**src/hw/rtl/smbtr_pkg.sv**
```systemverilog
// Shared types and constants for the SMBus thermometer read master.
// Used by smbtr_fsm and smbus_thermometer_read_master; no dependencies.
package smbtr_pkg;

	// Configuration register indexes
	localparam logic [1:0] CFG_ACK_POLL_LIMIT = 2'd0;
	localparam logic [1:0] CFG_RETRY_DELAY    = 2'd1;
	localparam logic [1:0] CFG_TEMP_OFFSET    = 2'd2;
	localparam logic [1:0] CFG_PEC_ENABLE     = 2'd3;

	// Reset values of the configuration registers
	localparam logic [7:0]         RST_ACK_POLL_LIMIT = 8'd10;
	localparam logic [15:0]        RST_RETRY_DELAY    = 16'd200;
	localparam logic signed [14:0] RST_TEMP_OFFSET    = 15'sd700;
	localparam logic               RST_PEC_ENABLE     = 1'b1;

	// CRC-8 polynomial for SMBus PEC
	localparam logic [7:0] CRC_POLY = 8'h07;

	// 273.15 degrees in hundredths, subtracted from the scaled raw reading
	localparam logic signed [18:0] KELVIN_CENTI = 19'sd27315;

	typedef struct packed {
		logic [7:0]         ack_poll_limit;
		logic [15:0]        retry_delay_ticks;
		logic signed [14:0] temp_offset_centi;
		logic               pec_check_enable;
	} cfg_t;

	typedef struct packed {
		logic       req_type;
		logic [6:0] device_addr;
		logic [7:0] register_addr;
		logic       sda_in;
	} item_t;

	typedef struct packed {
		logic               scl_level;
		logic               sda_level;
		logic               busy_res;
		logic               done_res;
		logic               pec_ok;
		logic signed [17:0] temperature_centi;
	} res_t;

	// One bit step of CRC-8, MSB first
	function automatic logic [7:0] crc_bit(input logic [7:0] crc, input logic b);
		logic fb;
		fb = crc[7] ^ b;
		return {crc[6:0], 1'b0} ^ (fb ? CRC_POLY : 8'h00);
	endfunction

endpackage

```
**src/hw/rtl/smbus_thermometer_read_master.sv**
```systemverilog
// Top level of the SMBus thermometer read master: stream ports, config registers,
// input and result registers around smbtr_fsm. Depends on smbtr_pkg, smbtr_fsm.
//
//  channel | direction | handshake         | content
//  s_*     | in        | s_tvalid/s_tready | one half-bit tick, start request in tuser
//  m_*     | out       | m_tvalid/m_tready | bus levels and status per tick, done in tlast
//  cfg_*   | in        | cfg_we            | register index and write data
//
// A tick's result passes the input register, which holds the tick, and then the result
// register, loaded by the sequencer step. One tick is accepted every cycle unless stalled.
// arst_n clears the sequencer to idle with both lines released and restores defaults.
// A stalled result holds in place; input stalls once the input register is full and the
// result register is still held.
module smbus_thermometer_read_master (
	input  logic        clk,
	input  logic        arst_n,
	input  logic        s_tvalid,
	output logic        s_tready,
	input  logic [15:0] s_tdata,   // device_addr[6:0], register_addr[14:7], sda_in[15]
	input  logic        s_tuser,   // req_type[0]
	output logic        m_tvalid,
	input  logic        m_tready,
	output logic [23:0] m_tdata,   // scl_level[0], sda_level[1], busy_res[2], pec_ok[3],
	                               // temperature_centi[21:4], zero[23:22]
	output logic        m_tlast,   // done_res
	input  logic        cfg_we,
	input  logic [1:0]  cfg_idx,
	input  logic [15:0] cfg_wdata
);

	smbtr_pkg::cfg_t  cfg_q;
	smbtr_pkg::item_t item_s1;
	smbtr_pkg::res_t  res_c;
	logic             valid_s1;
	logic             adv;

	// Configuration writes
	always_ff @(posedge clk or negedge arst_n) begin
		if (!arst_n) begin
			cfg_q.ack_poll_limit    <= smbtr_pkg::RST_ACK_POLL_LIMIT;
			cfg_q.retry_delay_ticks <= smbtr_pkg::RST_RETRY_DELAY;
			cfg_q.temp_offset_centi <= smbtr_pkg::RST_TEMP_OFFSET;
			cfg_q.pec_check_enable  <= smbtr_pkg::RST_PEC_ENABLE;
		end else if (cfg_we) begin
			case (cfg_idx)
				smbtr_pkg::CFG_ACK_POLL_LIMIT: cfg_q.ack_poll_limit <= cfg_wdata[7:0];
				smbtr_pkg::CFG_RETRY_DELAY:    cfg_q.retry_delay_ticks <= cfg_wdata;
				smbtr_pkg::CFG_TEMP_OFFSET:    cfg_q.temp_offset_centi <= $signed(cfg_wdata[14:0]);
				smbtr_pkg::CFG_PEC_ENABLE:     cfg_q.pec_check_enable <= cfg_wdata[0];
				default: ;
			endcase
		end
	end

	// Pipeline control
	assign adv      = valid_s1 && (!m_tvalid || m_tready);
	assign s_tready = !valid_s1 || adv;

	// Input register
	always_ff @(posedge clk or negedge arst_n) begin
		if (!arst_n) begin
			valid_s1 <= 1'b0;
		end else if (s_tready) begin
			valid_s1 <= s_tvalid;
		end
	end

	always_ff @(posedge clk) begin
		if (s_tvalid && s_tready) begin
			item_s1.req_type      <= s_tuser;
			item_s1.device_addr   <= s_tdata[6:0];
			item_s1.register_addr <= s_tdata[14:7];
			item_s1.sda_in        <= s_tdata[15];
		end
	end

	smbtr_fsm u_fsm (
		.clk    (clk),
		.arst_n (arst_n),
		.step   (adv),
		.item   (item_s1),
		.cfg    (cfg_q),
		.res    (res_c)
	);

	// Result register
	always_ff @(posedge clk or negedge arst_n) begin
		if (!arst_n) begin
			m_tvalid <= 1'b0;
		end else if (adv) begin
			m_tvalid <= 1'b1;
		end else if (m_tready) begin
			m_tvalid <= 1'b0;
		end
	end

	always_ff @(posedge clk) begin
		if (adv) begin
			m_tdata <= {2'b00, res_c.temperature_centi, res_c.pec_ok, res_c.busy_res,
				res_c.sda_level, res_c.scl_level};
			m_tlast <= res_c.done_res;
		end
	end

	// A held input tick keeps its content until it steps
	a_s1_hold: assert property (@(posedge clk) disable iff (!arst_n)
		(valid_s1 && !adv) |=> (valid_s1 && $stable(item_s1)))
		else $error("input register lost a pending tick");

	// A finishing tick never reports the bus as busy
	a_done_not_busy: assert property (@(posedge clk) disable iff (!arst_n)
		(m_tvalid && m_tlast) |-> !m_tdata[2])
		else $error("done reported while busy");

	// A step always leaves a result in the output register
	a_step_out: assert property (@(posedge clk) disable iff (!arst_n)
		adv |=> m_tvalid)
		else $error("step without a result");

endmodule

```
**src/hw/rtl/smbtr_fsm.sv**
```systemverilog
// Bus sequencer for the SMBus read-word transaction, one half-bit tick per step.
// Holds the transaction state; PEC is accumulated bit by bit. Depends on smbtr_pkg.
module smbtr_fsm (
	input  logic             clk,
	input  logic             arst_n,
	input  logic             step,
	input  smbtr_pkg::item_t item,
	input  smbtr_pkg::cfg_t  cfg,
	output smbtr_pkg::res_t  res
);

	localparam logic [3:0] PH_IDLE    = 4'd0;
	localparam logic [3:0] PH_START0  = 4'd1;
	localparam logic [3:0] PH_START1  = 4'd2;
	localparam logic [3:0] PH_START2  = 4'd3;
	localparam logic [3:0] PH_TX_LO   = 4'd4;
	localparam logic [3:0] PH_TX_HI   = 4'd5;
	localparam logic [3:0] PH_ACK_LO  = 4'd6;
	localparam logic [3:0] PH_ACK_HI  = 4'd7;
	localparam logic [3:0] PH_STOP0   = 4'd8;
	localparam logic [3:0] PH_STOP1   = 4'd9;
	localparam logic [3:0] PH_STOP2   = 4'd10;
	localparam logic [3:0] PH_WAIT    = 4'd11;
	localparam logic [3:0] PH_RX_LO   = 4'd12;
	localparam logic [3:0] PH_RX_HI   = 4'd13;
	localparam logic [3:0] PH_MACK_LO = 4'd14;
	localparam logic [3:0] PH_MACK_HI = 4'd15;

	logic [3:0]       phase_q, phase_d;
	logic [3:0]       bit_q, bit_d;
	logic [7:0]       shift_q, shift_d;
	logic [1:0]       bidx_q, bidx_d;
	logic [2:0][7:0]  rb_q, rb_d;
	logic [7:0]       crc_q, crc_d;     // running PEC for the active read
	logic [7:0]       hdr_q, hdr_d;     // PEC over write address and register
	logic [7:0]       poll_q, poll_d;
	logic [15:0]      wait_q, wait_d;
	logic [6:0]       dev_q, dev_d;
	logic [7:0]       reg_q, reg_d;

	logic [3:0]         bit_inc;
	logic [7:0]         poll_inc;
	logic [15:0]        wait_inc;
	logic [7:0]         rx_byte;
	logic [1:0]         rb_idx;
	logic [15:0]        raw;
	logic signed [18:0] conv;
	logic signed [18:0] off_ext;

	assign bit_inc  = bit_q + 4'd1;
	assign poll_inc = poll_q + 8'd1;
	assign wait_inc = wait_q + 16'd1;
	assign rx_byte  = {shift_q[6:0], item.sda_in};
	assign rb_idx   = (bidx_q == 2'd3) ? 2'd2 : bidx_q;
	assign raw      = {rb_q[1], rb_q[0]};
	assign off_ext  = 19'(cfg.temp_offset_centi);
	assign conv     = $signed({2'b00, raw, 1'b0}) - smbtr_pkg::KELVIN_CENTI + off_ext;

	// Next-state and bus levels for one tick
	always_comb begin
		phase_d = phase_q;
		bit_d   = bit_q;
		shift_d = shift_q;
		bidx_d  = bidx_q;
		rb_d    = rb_q;
		crc_d   = crc_q;
		hdr_d   = hdr_q;
		poll_d  = poll_q;
		wait_d  = wait_q;
		dev_d   = dev_q;
		reg_d   = reg_q;
		res     = '0;
		res.scl_level = 1'b1;
		res.sda_level = 1'b1;
		res.busy_res  = 1'b1;
		case (phase_q)
			PH_START0: begin
				res.scl_level = 1'b0;
				phase_d = PH_START1;
			end
			PH_START1: begin
				phase_d = PH_START2;
			end
			PH_START2: begin
				res.sda_level = 1'b0;
				bit_d   = '0;
				phase_d = PH_TX_LO;
				case (bidx_q)
					2'd0:    shift_d = {dev_q, 1'b0};
					2'd1:    shift_d = reg_q;
					default: shift_d = {dev_q, 1'b1};
				endcase
				// read address is sent after the header and resent on retry: restart PEC from the header
				if (bidx_q == 2'd2) begin
					crc_d = hdr_q;
				end
			end
			PH_TX_LO: begin
				res.scl_level = 1'b0;
				res.sda_level = shift_q[7];
				phase_d = PH_TX_HI;
			end
			PH_TX_HI: begin
				res.sda_level = shift_q[7];
				shift_d = {shift_q[6:0], 1'b0};
				bit_d   = bit_inc;
				phase_d = (bit_inc >= 4'd8) ? PH_ACK_LO : PH_TX_LO;
				if (bidx_q == 2'd2) begin
					crc_d = smbtr_pkg::crc_bit(crc_q, shift_q[7]);
				end else begin
					hdr_d = smbtr_pkg::crc_bit(hdr_q, shift_q[7]);
				end
			end
			PH_ACK_LO: begin
				res.scl_level = 1'b0;
				poll_d  = '0;
				phase_d = PH_ACK_HI;
			end
			PH_ACK_HI: begin
				if (!item.sda_in) begin
					case (bidx_q)
						2'd0: begin
							bidx_d  = 2'd1;
							bit_d   = '0;
							shift_d = reg_q;
							phase_d = PH_TX_LO;
						end
						2'd1: begin
							bidx_d  = 2'd2;
							phase_d = PH_START0;
						end
						default: begin
							bidx_d  = 2'd0;
							bit_d   = '0;
							shift_d = '0;
							phase_d = PH_RX_LO;
						end
					endcase
				end else begin
					poll_d = poll_inc;
					if (poll_inc >= cfg.ack_poll_limit) begin
						phase_d = PH_STOP0;
					end
				end
			end
			PH_STOP0: begin
				res.scl_level = 1'b0;
				res.sda_level = 1'b0;
				phase_d = PH_STOP1;
			end
			PH_STOP1: begin
				res.sda_level = 1'b0;
				phase_d = PH_STOP2;
			end
			PH_STOP2: begin
				case (bidx_q)
					2'd0: begin
						// write address timed out: carry on with the register byte
						bidx_d  = 2'd1;
						bit_d   = '0;
						shift_d = reg_q;
						phase_d = PH_TX_LO;
					end
					2'd1: begin
						bidx_d  = 2'd2;
						phase_d = PH_START1;
					end
					2'd2: begin
						wait_d  = '0;
						phase_d = PH_WAIT;
					end
					default: begin
						// end of read: check PEC and convert; a failed checked PEC gives the offset alone
						res.busy_res = 1'b0;
						res.done_res = 1'b1;
						res.pec_ok   = (crc_q == rb_q[2]);
						if ((crc_q == rb_q[2]) || !cfg.pec_check_enable) begin
							res.temperature_centi = conv[17:0];
						end else begin
							res.temperature_centi = off_ext[17:0];
						end
						phase_d = PH_IDLE;
					end
				endcase
			end
			PH_WAIT: begin
				wait_d = wait_inc;
				if (wait_inc >= cfg.retry_delay_ticks) begin
					phase_d = PH_START1;
				end
			end
			PH_RX_LO: begin
				res.scl_level = 1'b0;
				phase_d = PH_RX_HI;
			end
			PH_RX_HI: begin
				shift_d = rx_byte;
				bit_d   = bit_inc;
				// data bytes join the PEC, the PEC byte itself does not
				if (bidx_q < 2'd2) begin
					crc_d = smbtr_pkg::crc_bit(crc_q, item.sda_in);
				end
				if (bit_inc >= 4'd8) begin
					rb_d[rb_idx] = rx_byte;
					phase_d = PH_MACK_LO;
				end else begin
					phase_d = PH_RX_LO;
				end
			end
			PH_MACK_LO: begin
				res.scl_level = 1'b0;
				res.sda_level = (bidx_q >= 2'd2);
				phase_d = PH_MACK_HI;
			end
			PH_MACK_HI: begin
				res.sda_level = (bidx_q >= 2'd2);
				if (bidx_q >= 2'd2) begin
					bidx_d  = 2'd3;
					phase_d = PH_STOP0;
				end else begin
					bidx_d  = bidx_q + 2'd1;
					bit_d   = '0;
					shift_d = '0;
					phase_d = PH_RX_LO;
				end
			end
			default: begin
				phase_d = PH_IDLE;
				if (item.req_type) begin
					dev_d   = item.device_addr;
					reg_d   = item.register_addr;
					bidx_d  = 2'd0;
					bit_d   = '0;
					poll_d  = '0;
					wait_d  = '0;
					hdr_d   = '0;
					phase_d = PH_START2;
				end else begin
					res.busy_res = 1'b0;
				end
			end
		endcase
	end

	// State registers, advanced once per accepted tick
	always_ff @(posedge clk or negedge arst_n) begin
		if (!arst_n) begin
			phase_q <= PH_IDLE;
			bit_q   <= '0;
			shift_q <= '0;
			bidx_q  <= '0;
			rb_q    <= '0;
			crc_q   <= '0;
			hdr_q   <= '0;
			poll_q  <= '0;
			wait_q  <= '0;
			dev_q   <= '0;
			reg_q   <= '0;
		end else if (step) begin
			phase_q <= phase_d;
			bit_q   <= bit_d;
			shift_q <= shift_d;
			bidx_q  <= bidx_d;
			rb_q    <= rb_d;
			crc_q   <= crc_d;
			hdr_q   <= hdr_d;
			poll_q  <= poll_d;
			wait_q  <= wait_d;
			dev_q   <= dev_d;
			reg_q   <= reg_d;
		end
	end

	// Bit counter never passes one byte
	a_bit_range: assert property (@(posedge clk) disable iff (!arst_n)
		bit_q <= 4'd8)
		else $error("bit counter out of range");

	// Byte index three only exists from the final nack through the stop sequence and in idle
	a_bidx_final: assert property (@(posedge clk) disable iff (!arst_n)
		(bidx_q == 2'd3) |-> (phase_q == PH_STOP0 || phase_q == PH_STOP1 ||
			phase_q == PH_STOP2 || phase_q == PH_IDLE))
		else $error("final byte index outside stop sequence");

	// A finished transaction returns to idle with the step that reports done
	a_done_idle: assert property (@(posedge clk) disable iff (!arst_n)
		(step && res.done_res) |=> (phase_q == PH_IDLE))
		else $error("done without return to idle");

	// Clock line is low on the transmit, receive and ack low half-bit phases
	a_scl_low: assert property (@(posedge clk) disable iff (!arst_n)
		(phase_q == PH_TX_LO || phase_q == PH_RX_LO || phase_q == PH_ACK_LO)
		|-> !res.scl_level)
		else $error("clock released in a low phase");

endmodule
```
**config.mk**
```make
export PLATFORM = sky130hd
export DESIGN_NAME = smbus_thermometer_read_master
export DESIGN_NICKNAME = d
export VERILOG_FILES = /design/src/hw/rtl/smbtr_pkg.sv /design/src/hw/rtl/smbus_thermometer_read_master.sv /design/src/hw/rtl/smbtr_fsm.sv
export SDC_FILE = /design/constraint.sdc
export NUM_CORES = 1
export LEC_CHECK = 0
export BUFFER_PORTS_ARGS = -buffer_cell sky130_fd_sc_hd__buf_2
export CORE_MARGIN = 10
export CORE_UTILIZATION = 42
export DETAILED_ROUTE_END_ITERATION = 10
export PLACE_DENSITY = 0.63
export SLEW_MARGIN = 20
export SYNTH_ARGS = -nofsm -noshare
export SYNTH_HDL_FRONTEND = slang
export SYNTH_SLANG_ARGS = --single-unit
```
**constraint.sdc**
```tcl
create_clock -name clk -period 8.6 [get_ports clk]
set_input_delay 1.29 -clock clk [delete_from_list [all_inputs] [get_ports clk]]
set_output_delay 1.29 -clock clk [all_outputs]
set_load 0.02 [all_outputs]
```
======== Word-level counts from Yosys, hierarchy flattened ========
Cells that the tools add are included.
word-level totals
  flip-flop bits (word level) ............. 179
  input bits .............................. 40
  word-level logic and storage cells ...... 189
operators by class
  reductions and logical operators ........ 47
  multiplexer cells ....................... 55
  bitwise logic cells ..................... 13
  equal/unequal tests ..................... 35
  $add $sub $neg .......................... 6
  $lt $le $gt $ge ......................... 7
operator list
  operator                  number
  $mux W8                   10
  $pmux W4 S15              1
  $pmux W16 S3              1
  $pmux W8 S2               3
  $pmux W8 S3               2
  $pmux W8 S6               1
  $eq A4 B4 Y1 const B      8
  $mux W16                  2
  $mux W4                   8
  $reduce_or A14 Y1         2
  $reduce_or A13 Y1         2
  $bwmux W24                1
  $pmux W4 S6               1
  $xor A8 B8 Y8             3
  $mux W21                  1
  $add A18 B15 Y18          1
  $mux W18                  1
  $sub A17 B15 Y18 const B  1
  $add A16 B1 Y16 const B   1
  $demux W8 S2              1
  $eq A4 B3 Y1 const B      4
  $ge A16 B16 Y1            1
  $reduce_or A15 Y1         1
  $mux W2                   7
  48 further kinds          99

======== Logic depth before layout (Yosys ltp) ========
  word-level depth ........................ 7
  gate-level depth with buffers ........... 12

======== Hierarchy ========
From an unflattened synthesis, not the netlist that was laid out.
unflattened totals
  cells, all modules ...................... 920
  area, all modules ....................... 10018.4 sq um
by module, submodules not included
  module                         cells each  sequential area each (sq um)  instances  area each (sq um)
  smbtr_fsm                      783         2427.3                        1          7175.6
  smbus_thermometer_read_master  137         2267.2                        1          2842.7

======== Least setup slack after synthesis ========
No wires, ideal clock.
  kind .................................... register -> register
  start ................................... reg u_fsm.wait_q[0]
  end ..................................... reg u_fsm.phase_q[1]
  path buffers ............................ 0
  arrival time ............................ 3.103 ns
  setup time .............................. 0.128 ns
  cell stages (with the launch flop) ...... 13
  slack ................................... 5.370 ns
  period minus slack after synthesis ...... 3.230 ns
  cell sequence ........................... dfrtp_1 ha_1 nand3_1 nor4_1 nand3_1 nor2_1 xor2_1 ha_1 a21oi_1 nand2_1 a211o_1 o21bai_1 mux2_1
on the way
  word-level cells in the longest chain between the ends .. 4
ends and longest elaborated chain
  item                         line              source
  start: declaration           smbtr_fsm.sv:37   logic [15:0] wait_q, wait_d;
  start signal: assignment     smbtr_fsm.sv:268  wait_q <= wait_d;
  $add A16 B1 Y16              smbtr_fsm.sv:52   assign wait_inc = wait_q + 16'd1;
  $ge A16 B16 Y1               smbtr_fsm.sv:188  if (wait_inc >= cfg.retry_delay_ticks) begin
  $ne A2 B1 Y1 (no line)       --
  $reduce_and A3 Y1 (no line)  --
  end signal: assignment       smbtr_fsm.sv:260  phase_q <= phase_d;
  end: declaration             smbtr_fsm.sv:29   logic [3:0] phase_q, phase_d;
Every way passes these cells.
A chain may end at the register's enable or synchronous reset.

======== Worst setup path in the final report ========
Same ends and word-level chain as after synthesis.

==> results.py <==
metrics = {
    "die": {
        "die_area_um2": 29940,
        "core.rowCount": 55,
        "die_height_um": 173.0,
        "floorplan.initialDensity_pct": 43.05,
        "die-width_um": 173.0,
        "coreArea_um2": 22850,
        "ioPinCount": 67,
    },
    "route": {
        "detailedRoute.firstPassIterationCount": 5,
        "vias": 7014,
        "viasPerCell": 5.322,
        "avgRoutedWirePerCell_um": 16.31,
        "route.antenna.remaining_nets": 0,
        "drc": 0,
        "initialDrtViolationCount": 444,
        "route.final.wire_length_mm": 21.50,
    },
    "yosys": {
        "dominantRegCellSynth": "sky130_fd_sc_hd__dfrtp_1",
        "synth_warnings": 0,
        "ys_ff_latch": 179,
        "synth_enable_flop_cells": 40,
        "ys_seq_area_share_pct": 47.73,
        "synthArstFlopShare_pct": 77.65,
        "ys_types": 73,
        "post_syn_area_um2": 9836,
        "syn-mean-instance-area_um2": 10.47,
        "synthesis.instances": 939,
    },
    "worst_setup_path": {
        "critical_path.cell_chain": "ha_1 -> nand3_1 -> nor4_1 -> nand3_1 -> nor2_1 -> xor2_1 -> ha_1 -> a21oi_1 -> nand2_1 -> a211o_1 -> o21bai_1 -> mux2_1",
        "worst_path_max_delay_cell": "sky130_fd_sc_hd__nor4_1",
        "cp_data_arrival_time_ns": 4.04,
        "cp-start-kind": "flop",
        "worstPathMaxFanout": 6,
        "timing.critical_path.buf_inv": 0,
        "timing.reg2reg.setup_slack_ns": 4.88,
        "rr_endpoint": "u_fsm.phase_q[1]$_DFFE_PN0P_",
        "crit_path_capture": "u_fsm.phase_q[1]$_DFFE_PN0P_",
        "critical_path.top_delay_family": "simple AND/OR/NAND/NOR gates",
        "cp_data_required_time_ns": 8.92,
        "crit_path_end_kind": "flop",
        "worst-path-stages": 12,
        "r2r-start": "u_fsm.wait_q[0]$_DFFE_PN0P_",
        "r2r.worst_path.cells": 12,
        "path_class": "flop to flop",
        "setup.worst_path.start": "u_fsm.wait_q[0]$_DFFE_PN0P_",
        "cpPeakStageDelay_ns": 0.55,
    },
    "sta": {
        "timing.final.crit_share_pct": 43.21,
        "setup-tns-final_ns": 0,
        "rsz0062_at_grt": "no",
        "final_period_minus_worst_setup_slack_ns": 3.716,
        "final-hold-violation-count": 0,
        "worst_slew_margin_rel_pct": 26.77,
        "final_setup_violations": 0,
        "drv_slew": 0,
        "fin_skew_ns": 0.01095,
        "max_slew.worst_pin.slew_ns": 1.088,
        "clock.fmax_mhz": 269.1,
    },
    "global_route": {
        "grt_pass1_vias": 6879,
        "grt_pass1_wl_mm": 36.05,
        "track_usage_pct": 14.54,
        "global_route_congestion_overflow_total": 0,
        "maximum_number_of_pins_on_one_net_before_global_route_repair": 71,
        "initial_antenna_violation_count": 0,
    },
    "clock_network": {
        "clkSinkCount": 179,
        "ctsHoldBuffers": 0,
        "cts_post_setup_buffers_inserted": 0,
        "cts_repair_resize_count": 0,
        "clock_tree.root_cell": "sky130_fd_sc_hd__clkbuf_16",
        "clock_tree.htree_level_count": 4,
        "cts_tree": "yes",
        "numCtsBuffers": 17,
        "cts_buffer_depth": 2,
        "path_clk_slew_ns": 0.08,
        "clock_latency_ns": 0.44,
    },
    "final_layout": {
        "synthesis_to_layout_area_growth_pct": 12.48,
        "mostFrequentLayoutCells": "sky130_fd_sc_hd__dfrtp_1, sky130_fd_sc_hd__nand2_1, sky130_fd_sc_hd__ha_1",
        "drive_above_1_share_pct": 18.51,
        "num_antenna_cells": 0,
        "finalNetCount": 1099,
        "most_common_library_cell_in_the_layout_ignoring_fill_and_taps": "sky130_fd_sc_hd__dfrtp_1",
        "nFillCells": 2120,
    },
    "pwr": {
        "total_power_density_per_cell_area_nw_per_um2": 250.2,
        "maximum_vdd_drop_v": 0.0001386,
        "total_leakage_power_nw": 5.021,
        "power.total_mw": 2.768,
    },
    "hold_path": {
        "holdCritPathClass": "flop to flop",
    },
    "flow_run": {
        "maxCapViolations": 0,
    },
    "placed_design": {
        "finalWeightedCongestion": 0.8331,
        "place_hpwl_mm": 15.63,
        "port_buffer_cells": 64,
    },
    "run_status": {
        "run_status": "finished clean",
    },
}
[per-layer routing]
metal	part of all wire, %	vias up	GRT usage (%)
met2	46	151	22.81
met1	49	3390	19.91
met3	4.7	15	3.180
met5	0	-	0
met4	1.0	0	3.701
li1	-	3458	-
[cell families after synthesis]
family                     share of synthesized area, %
DFF                                               47.73
xor gates and xnor gates                          4.363
muxes                                             8.892
and+or+nand+nor                                   12.62
AOI/OAI and AO/OA                                 13.83
adders and majority gates                         8.599
other                                           0.03813
buffers and inverters                             3.931
[cell usage after synthesis, types with 9 or more instances]
cell type / n / share of area (%)
sky130_fd_sc_hd__dfrtp_1: 127 / 32
sky130_fd_sc_hd__nand2_1: 100 / 3.8
sky130_fd_sc_hd__ha_1: 66 / 8.4
sky130_fd_sc_hd__o21ai_0: 65 / 3.3
sky130_fd_sc_hd__inv_1: 60 / 2.3
sky130_fd_sc_hd__nor2_1: 58 / 2.2
sky130_fd_sc_hd__mux2_2: 57 / 6.5
sky130_fd_sc_hd__edfxtp_1: 40 / 12
sky130_fd_sc_hd__a21oi_1: 38 / 1.9
sky130_fd_sc_hd__xor2_1: 32 / 2.8
sky130_fd_sc_hd__nand3_1: 29 / 1.5
sky130_fd_sc_hd__clkbuf_1: 26 / 0.99
sky130_fd_sc_hd__xnor2_1: 17 / 1.5
sky130_fd_sc_hd__o21ai_1: 14 / 0.71
sky130_fd_sc_hd__dfstp_2: 12 / 3.2
sky130_fd_sc_hd__mux2i_1: 12 / 1.2
sky130_fd_sc_hd__a21o_1: 11 / 0.84
sky130_fd_sc_hd__a211oi_1: 10 / 0.76
sky130_fd_sc_hd__mux2_1: 10 / 1.1
sky130_fd_sc_hd__a22o_1: 9 / 0.80
sky130_fd_sc_hd__buf_2: 9 / 0.46
sky130_fd_sc_hd__nand2b_1: 9 / 0.57
sky130_fd_sc_hd__nand3b_1: 9 / 0.69
sky130_fd_sc_hd__nor3_1: 9 / 0.46
[flip-flops by register name (all words and copies together) (netlist names)]
name,cells
u_fsm.wait_q,16
u_fsm.rb_q,8
u_fsm.bidx_q,2
u_fsm.poll_q,8
cfg_q,40
u_fsm.phase_q,4
u_fsm.bit_q,4
u_fsm.dev_q,7
valid_s1,1
m_tvalid,1
u_fsm.raw,16
m_tdata,22
m_tlast,1
u_fsm.shift_q,8
u_fsm.reg_q,8
item_s1,17
u_fsm.crc_q,8
u_fsm.hdr_q,8
[stage by stage]
step | std cells | setup slack, ns | util, % | hold slack [ns] | instance area (um^2)
3_5_place_dp | 1286 | 4.928 | 45.73 | 0.4661 | 10450
4_1_cts | 1318 | 4.867 | 48.42 | 0.4732 | 11060
2_1_floorplan | 940 | 5.370 | - | 0.4446 | 9839
3_3_place_gp | 1286 | 4.998 | 45.73 | 0.4587 | 10450
6_report | 1318 | 4.884 | 48.42 | 0.4779 | 11060
5_1_grt | 1318 | 4.468 | 48.42 | 0.4887 | 11060
[final cells by class]
cell class,instances,area [um^2],area share (%)
Timing Repair Buffer,71,379.1,3.427
Clock inverter,15,188.9,1.708
Tap cell,313,391.6,3.540
Inverter,60,225.2,2.036
Sequential cell,179,4695,42.43
Multi-Input combinational cell,663,4758,43.01
Clock buffer,17,425.4,3.845
[worst register-to-register path, cell delays in order, from the launching register on]
cell and delay [ns]:
sky130_fd_sc_hd__dfrtp_1 0.44, sky130_fd_sc_hd__ha_1 0.26, sky130_fd_sc_hd__nand3_1 0.18, sky130_fd_sc_hd__nor4_1 0.56, sky130_fd_sc_hd__nand3_1 0.23, sky130_fd_sc_hd__nor2_1 0.25
sky130_fd_sc_hd__xor2_1 0.18, sky130_fd_sc_hd__ha_1 0.27, sky130_fd_sc_hd__a21oi_1 0.16, sky130_fd_sc_hd__nand2_1 0.07, sky130_fd_sc_hd__a211o_1 0.29, sky130_fd_sc_hd__o21bai_1 0.35
sky130_fd_sc_hd__mux2_1 0.36
[report_power, final]
group,internal (mW),leakage (nW),switching (mW)
Sequential,1.02,2.13,0.137
Combinational,0.336,2.59,0.488
Clock,0.396,0.296,0.395
Total,1.75,5.02,1.02
[worst min-delay path by stage]
stage                               startpoint                          to  slack, ns  cells after the start
floorplan           u_fsm.bit_q[2]$_DFFE_PN0P_  u_fsm.bit_q[2]$_DFFE_PN0P_       0.44                      1
global placement         item_s1[12]$_DFFE_PP_  u_fsm.dev_q[3]$_DFFE_PN0P_       0.46                      1
detailed placement        item_s1[4]$_DFFE_PP_  u_fsm.reg_q[3]$_DFFE_PN0P_       0.47                      1
CTS                       item_s1[4]$_DFFE_PP_  u_fsm.reg_q[3]$_DFFE_PN0P_       0.47                      1
global route              item_s1[4]$_DFFE_PP_  u_fsm.reg_q[3]$_DFFE_PN0P_       0.49                      1
finish                    item_s1[4]$_DFFE_PP_  u_fsm.reg_q[3]$_DFFE_PN0P_       0.48                      1
Note: power is estimated with default switching activity, not from simulation.
